**src/rtl/u8cf_pkg.sv**
```systemverilog
// Shared types, constants and lead-byte decode for the control-free UTF-8 checker.
`default_nettype none
package u8cf_pkg;

   localparam int unsigned ByteWidth = 8;
   localparam int unsigned OwedWidth = 3;

   localparam logic [ByteWidth-1:0] ContMask  = 8'hC0;
   localparam logic [ByteWidth-1:0] ContMark  = 8'h80;
   localparam logic [ByteWidth-1:0] PrintMin  = 8'd32;
   localparam logic [ByteWidth-1:0] LeadMin   = 8'hC0;
   localparam logic [ByteWidth-1:0] LeadMax   = 8'hFD;
   localparam logic [OwedWidth-1:0] MaxOwed   = 3'd5;

   typedef struct packed {
      logic [OwedWidth-1:0] owed;
      logic                 failed;
   } scan_state_type;

   typedef struct packed {
      scan_state_type next;
      logic           verdict;
   } step_result_type;

   function automatic logic [OwedWidth-1:0] owed_for_lead(input logic [ByteWidth-1:0] b);
      logic [OwedWidth-1:0] n;
      begin
         if (b < 8'hE0) begin
            n = 3'd1;
         end else if (b < 8'hF0) begin
            n = 3'd2;
         end else if (b < 8'hF8) begin
            n = 3'd3;
         end else if (b < 8'hFC) begin
            n = 3'd4;
         end else begin
            n = MaxOwed;
         end
         return n;
      end
   endfunction

endpackage
`default_nettype wire

```
**src/rtl/u8cf_step.sv**
```systemverilog
// Per-byte scan step: next sequence state and end-of-string verdict.
`default_nettype none
module u8cf_step (
   input  wire logic [u8cf_pkg::ByteWidth-1:0] data_byte,
   input  wire logic                           is_last,
   input  wire u8cf_pkg::scan_state_type       cur,
   output u8cf_pkg::step_result_type           res
);

   u8cf_pkg::scan_state_type upd;

   always_comb begin
      upd = cur;
      if (cur.owed != '0) begin
         if ((data_byte & u8cf_pkg::ContMask) != u8cf_pkg::ContMark) begin
            upd.failed = 1'b1;
         end
         upd.owed = cur.owed - 3'd1;
      end else if (data_byte < u8cf_pkg::ContMark) begin
         if (data_byte < u8cf_pkg::PrintMin) begin
            upd.failed = 1'b1;
         end
      end else if (data_byte inside {[u8cf_pkg::LeadMin:u8cf_pkg::LeadMax]}) begin
         upd.owed = u8cf_pkg::owed_for_lead(data_byte);
      end else begin
         upd.failed = 1'b1;
      end

      res.verdict = !upd.failed && (upd.owed == '0);
      if (is_last) begin
         res.next = '0;
      end else begin
         res.next = upd;
      end
   end

endmodule
`default_nettype wire

```
**src/rtl/utf8_control_free_validator.sv**
```systemverilog
// Top level of the control-free UTF-8 string checker.
//
//   channel  direction  ports                               moves
//   req      in         req_valid req_stall req_data_byte   one byte of a string
//                       req_is_last
//   rsp      out        rsp_valid rsp_stall rsp_valid_res   one verdict per string
//
// One byte per cycle while req_stall is low.
// Bytes pass an input register, then the scan step updates the sequence state
// and loads the verdict register.
// Synchronous active-high reset empties both registers and clears the state.
// A stalled verdict holds the last-byte request in the input register; other
// bytes keep flowing.
`default_nettype none
module utf8_control_free_validator (
   input  wire logic                           clock,
   input  wire logic                           reset,
   input  wire logic                           req_valid,
   output logic                                req_stall,
   input  wire logic [u8cf_pkg::ByteWidth-1:0] req_data_byte,
   input  wire logic                           req_is_last,
   output logic                                rsp_valid,
   input  wire logic                           rsp_stall,
   output logic                                rsp_valid_res
);

   logic                           s1_valid_ff;
   logic [u8cf_pkg::ByteWidth-1:0] s1_byte_ff;
   logic                           s1_last_ff;
   u8cf_pkg::scan_state_type       state_ff;
   u8cf_pkg::scan_state_type       state_in;
   logic                           rsp_valid_ff;
   logic                           rsp_res_ff;
   u8cf_pkg::step_result_type      step;
   logic                           out_free;
   logic                           s1_go;
   logic                           req_take;

   u8cf_step u_step (
      .data_byte (s1_byte_ff),
      .is_last   (s1_last_ff),
      .cur       (state_ff),
      .res       (step)
   );

   assign out_free  = !rsp_valid_ff || !rsp_stall;
   assign s1_go     = s1_valid_ff && (!s1_last_ff || out_free);
   assign req_stall = s1_valid_ff && !s1_go;
   assign req_take  = req_valid && !req_stall;
   assign state_in  = s1_go ? step.next : state_ff;

   always_ff @(posedge clock) begin
      if (reset) begin
         s1_valid_ff  <= 1'b0;
         state_ff     <= '0;
         rsp_valid_ff <= 1'b0;
      end else begin
         // advance input register
         if (req_take) begin
            s1_valid_ff <= 1'b1;
            s1_byte_ff  <= req_data_byte;
            s1_last_ff  <= req_is_last;
         end else if (s1_go) begin
            s1_valid_ff <= 1'b0;
         end
         state_ff <= state_in;
         // load or drop verdict
         if (s1_go && s1_last_ff) begin
            rsp_valid_ff <= 1'b1;
            rsp_res_ff   <= step.verdict;
         end else if (!rsp_stall) begin
            rsp_valid_ff <= 1'b0;
         end
      end
   end

   assign rsp_valid     = rsp_valid_ff;
   assign rsp_valid_res = rsp_res_ff;

   a_owed_range: assert property (@(posedge clock) disable iff (reset)
      state_ff.owed <= u8cf_pkg::MaxOwed)
      else $error("owed count out of range");

   a_clear_after_last: assert property (@(posedge clock) disable iff (reset)
      s1_go && s1_last_ff |=> state_ff == '0)
      else $error("state not cleared after string end");

   a_failed_verdict: assert property (@(posedge clock) disable iff (reset)
      s1_go && s1_last_ff && state_ff.failed |=> rsp_valid_ff && !rsp_res_ff)
      else $error("failed string reported valid");

   a_empty_no_stall: assert property (@(posedge clock) disable iff (reset)
      !s1_valid_ff |-> !req_stall)
      else $error("stall with empty input register");

   a_state_hold: assert property (@(posedge clock) disable iff (reset)
      !s1_go |=> $stable(state_ff))
      else $error("state moved without a byte");

endmodule
`default_nettype wire
```
**config.mk**
```make
export PLATFORM = sky130hd
export DESIGN_NAME = utf8_control_free_validator
export DESIGN_NICKNAME = d
export VERILOG_FILES = /design/src/rtl/u8cf_pkg.sv /design/src/rtl/u8cf_step.sv /design/src/rtl/utf8_control_free_validator.sv
export SDC_FILE = /design/constraint.sdc
export NUM_CORES = 1
export LEC_CHECK = 0
export BUFFER_PORTS_ARGS = -buffer_cell sky130_fd_sc_hd__buf_4
export CORE_ASPECT_RATIO = 0.9
export CORE_MARGIN = 1.5
export CORE_UTILIZATION = 46
export DETAILED_ROUTE_END_ITERATION = 12
export PLACE_DENSITY = 0.72
export SLEW_MARGIN = 20
export SYNTH_ARGS = -nofsm -noshare
export SYNTH_HDL_FRONTEND = slang
export SYNTH_SLANG_ARGS = --single-unit
```
**constraint.sdc**
```tcl
create_clock -name clock -period 1.85 [get_ports clock]
set_clock_uncertainty 0.15 [all_clocks]
set_input_delay 0.185 -clock clock [delete_from_list [all_inputs] [get_ports clock]]
set_output_delay 0.185 -clock clock [all_outputs]
set_load 0.02 [all_outputs]
```
# After elaboration in Yosys (flattened, before gate mapping)
# Index checks and enable logic that the tools add are counted.
# word_totals
regBits,16
input_bits,13
out_inout_bits,3
word_cells,54
# classes
add_sub_neg,1
magnitude_cmp,8
n_eq_ne,2
muxes,16
n_bitwise,1
reduce_logical,19
# ops
cell,count
"8-bit less-than comparator, second input constant",5
3-bit 2-to-1 mux,5
1-bit 2-to-1 mux,9
"8-bit >= comparator, second input constant",1
"8-bit <= comparator, second input constant",1
"8-bit by 6-bit less-than comparator with 1-bit output, second input constant",1
4-bit 2-to-1 mux,2
1-bit logical AND,6
1-bit zero test,6
2-bit AND reduction,2
3-bit zero test,1
3-bit nonzero test,1
"3-bit by 1-bit subtractor with 3-bit output, second input constant",1
1-bit logical OR,2
"2-bit by 1-bit != test with 1-bit output, second input constant",1
"2-bit != test, second input constant",1
2-bit nonzero test,1
1-bit inverter,1

# Logic depth before layout (Yosys ltp)
# depth
ltp_word,10
mapped_depth,7
mapped_depth_nobuf,7

# Cells and area by module
# Synthesis repeated with hierarchy kept, for this count alone.
# unflattened
hier_cells,74
area_unflattened_um2,804.5
# modules_own_cells
module,instances,cells_per_inst,area_per_inst_um2,seq_area_each_um2
utf8_control_free_validator,1,38,584.3,420.4
u8cf_step,1,36,220.2,0.0

# Worst setup path before layout
# No wires, ideal clock.
# synth_timing
path_kind,reg-to-reg
startpoint,reg s1_last_ff
endpoint,reg s1_byte_ff[1] (netlist name) (enable)
setup_ns,0.385
arrival_time_ns,1.320
required_time_ns,1.315
path_slack_ns,-0.006
stages_incl_launch_ff,4
n_path_buf,0
synth_period_minus_slack_ns,1.856
path_cell_list,edfxtp_1 > nand3_1 > nor2_1 > nor3b_1
# synth_between
elab_chain_cells,8
# synth_lines
item,line,text
"start, declared",utf8_control_free_validator.sv:29,logic s1_last_ff;
"start signal, assigned",utf8_control_free_validator.sv:62,s1_last_ff <= req_is_last;
1-bit zero test,utf8_control_free_validator.sv:47,assign s1_go = s1_valid_ff && (!s1_last_ff || out_free);
1-bit logical OR,utf8_control_free_validator.sv:47,
1-bit logical AND,utf8_control_free_validator.sv:47,
1-bit zero test,utf8_control_free_validator.sv:48,assign req_stall = s1_valid_ff && !s1_go;
1-bit logical AND,utf8_control_free_validator.sv:48,
net req_stall,utf8_control_free_validator.sv:19,"output logic req_stall,"
1-bit zero test,utf8_control_free_validator.sv:49,assign req_take = req_valid && !req_stall;
1-bit logical AND,utf8_control_free_validator.sv:49,
2-bit AND reduction (no source line),n/a,
"end signal, assigned",utf8_control_free_validator.sv:61,s1_byte_ff <= req_data_byte;
"end, declared",utf8_control_free_validator.sv:28,logic [u8cf_pkg::ByteWidth-1:0] s1_byte_ff;
# The timed path passes the listed nets, and every way through them passes these cells.
# A chain may end at the register's enable or synchronous reset.

==> impl_results.md <==
* Synthesis Warnings at 0
* Sw Pwr at 159 uW
* P per Cell Area at 601 mW/mm^2
* 1st-iter DRT viols at 26
* Initial Utilization at 50.7%
* Core ar. at 0.00150 mm^2
* HPWL Detailed at 1160 um
* Part of the Yosys area used for sequential elements at 51.5%
* Syn avg cell area at 10.4 um^2
* Die area at 0.00190 mm^2
* Critical Path RT at 1.75 ns
* Final Cell Area at 0.00111 mm^2
* Proportion of layout cells with a drive suffix above 1 at 34.5%
* Pins Over Slew Limit at 0
* R2r startpoint: state_ff[2]$_SDFFE_PP0P_
* Min Clock Period, post-route at 1.83 ns
* Via count at 708
* Synthesized area at 758 um^2
* Yosys top cell area share at 35.6%
* RSZ-0062 raised after global routing: true
* Dominant cells by area after synthesis: edfxtp_1 (36%), dfxtp_1 (16%), a21oi_1 (4.6%)
* Most frequent cell after synthesis: edfxtp_1
* Sw Ratio at 23.7%
* Util after Layout at 74.2%
* Worst Path Max Fanout at 2
* Final period util at 99.0%
* Num rows at 13
* Cell variety after synth at 29
* Drc violations at 0
* Dpl ws at -0.0225 ns
* Clk_lat worst skew at 0.28 ns
* Top_reg_cell synth: edfxtp_1
* Leakage power at 0.423 nW
* Max-cap violations at 0
* Fmax at 0.546 GHz
* Critical path class: register to register
* Net Count, Synth at 88
* Routability cong. at 0.748
* Total congestion overflow at 0
* ANT nets after route at 0
* Hold path start: rsp_stall
* Fill cell count at 103
* Overall power at 668 uW
* Die Ht at 41.5 um
* Post-synth top area cell: edfxtp_1
* Setup-failing EPs final at 0
* Synth top cells by count: edfxtp_1 (9), nor2_1 (8), a21oi_1 (7)
* Initial antenna violation count at 0
* Share of power burned in registers at 56.8%
* Worst-margin pin slew at 0.309 ns
* Logic pwr share at 14.8%
* CTS Sinks at 15
* Via density at 5.36
* Placed Area at 937 um^2
* Clock share of power at 28.4%
* DR pass1 iterations at 4
* P_int at 509 uW
* Outcome: completed
* Max VDD drop at 0.579 mV
* Die Wd at 45.8 um
* Post-Route WL at 1770 um
* Final setup margin at 0.0193 ns
* Vias in the first global route at 658
* Critical-path cell list: inv_2 -> ha_4 -> inv_2 -> a2111oi_4 -> a21oi_2 -> mux2_2 -> and4_1
* TritonCTS clock tree: built
* Gate Count Post-Synth at 73
* Relative max-transition margin at 79.4%
* CTS Buf Count at 3
* Min-delay worst type: primary input to register
* Area Growth Syn to Fin at 46.5%
* Endpoints failing hold at 0
* Total track usage at 19.8%
* Critical Path End Type: register
* CP dominant cell by count: inv_2
* Final std cells w/o fill at 132
* IO Port Bufs at 14
* Nets at 126
* CP peak stage delay at 0.33 ns
* Drt wl/cell at 13.4 um
* Worst Path Buf+Inv at 2
* Clk slew on worst S/H paths at 0.09 ns
* Largest net degree at the start of global routing at 9
* Antenna cells at 0
* CP startpoint: state_ff[2]$_SDFFE_PP0P_
* Top Ports at 16
* CP Data Arrival Time at 1.73 ns
* Post-synth EDFFs at 9
* CTS root buf: clkbuf_4
* Delay-heaviest family, CP: compound AO/OA/AOI/OAI gates
* Worst-case clock buffer depth at 2
* Wire length of the first global-routing pass at 2740 um
* CTS H-Tree Depth at 1
* Inst Count DP at 114
* Number of synthesized register bits at 15
* CP startpoint kind: register
* Ys async rst share at 0%
* Slowest-stage cell, CP: dfxtp_2
-- repair_timing --
item,CTS,global route
buffers inserted,0,3
hold buffers,11,0
setup endpoints to repair,1,1
hold endpoints to repair,13,0
pin swaps,1,2
resized for setup,1,6
-- area by class of cell --
| class | count | area (um^2) | share of cell area, % |
|---|---|---|---|
| Multi-Input combinational cell | 53 | 367 | 33.0 |
| Inverter | 4 | 15.0 | 1.35 |
| Timing Repair Buffer | 34 | 283 | 25.5 |
| Sequential cell | 15 | 393 | 35.4 |
| Clock buffer | 4 | 26.3 | 2.36 |
| Tap cell | 22 | 27.5 | 2.48 |
-- metal layers --
metal,global-route usage (%),up-vias,wire length [um]
met5,0,-,0
met4,6.86,0,29
met3,3.91,8,72
met2,33.5,26,937
met1,24.5,332,732
li1,-,342,-
-- metrics by stage --
step            TNS, ns  hold WS [ns]
6_report              0       0.00734
5_1_grt         -0.0550        0.0231
4_1_cts               0        0.0169
3_5_place_dp    -0.0225         0.215
3_3_place_gp   -0.00107         0.213
2_1_floorplan         0         0.134
-- tightest hold or removal path: stages --
cell and delay [ns]:
buf_4 0.11, nand2_1 0.05, o21bai_1 0.05
-- cell families after synthesis --
family / after synthesis / share of synthesized area [%]
flops: 15 / 51.5
compound gates: 21 / 20.3
buf+inv: 5 / 2.47
fa+ha+maj: 2 / 3.30
simple gates: 29 / 21.0
mux: 1 / 1.49
-- power by group through the flow --
stage	logic, mW	clock network, mW	registers (mW)
2_1_floorplan	0.0381	0	0.386
3_3_place_gp	0.0705	0	0.386
3_5_place_dp	0.0734	0	0.387
4_1_cts	0.0924	0.187	0.379
5_1_grt	0.107	0.205	0.381
6_report	0.0991	0.190	0.379
-- registers in the layout (all words and copies together), names as in the netlist --
signal and cells:
s1_byte_ff 7, rsp_valid 1, s1_valid_ff 1, s1_last_ff 1, rsp_valid_res 1, state_ff 4
-- final timing paths --
check        cells after the start                       to  slack (ns)
max                              7  rsp_valid_res$_DFFE_PP_        0.02
min                              3   rsp_valid$_SDFFE_PP0P_       0.007
min reg2reg                      2   rsp_valid$_SDFFE_PP0P_        0.32
max reg2reg                      7  rsp_valid_res$_DFFE_PP_        0.02
-- cells in the final DEF (no fill, tap or decap), drive strengths merged, types with 3 or more instances in the layout --
master        n
a21oi         8
buf          23
clkbuf        4
dfxtp         6
dlygate4sd3  11
edfxtp        9
inv           4
nand2         5
nand2b        4
nand3         3
nor2          8
nor2b         3
o21ai         5
Note: power is estimated with default switching activity, not from simulation.
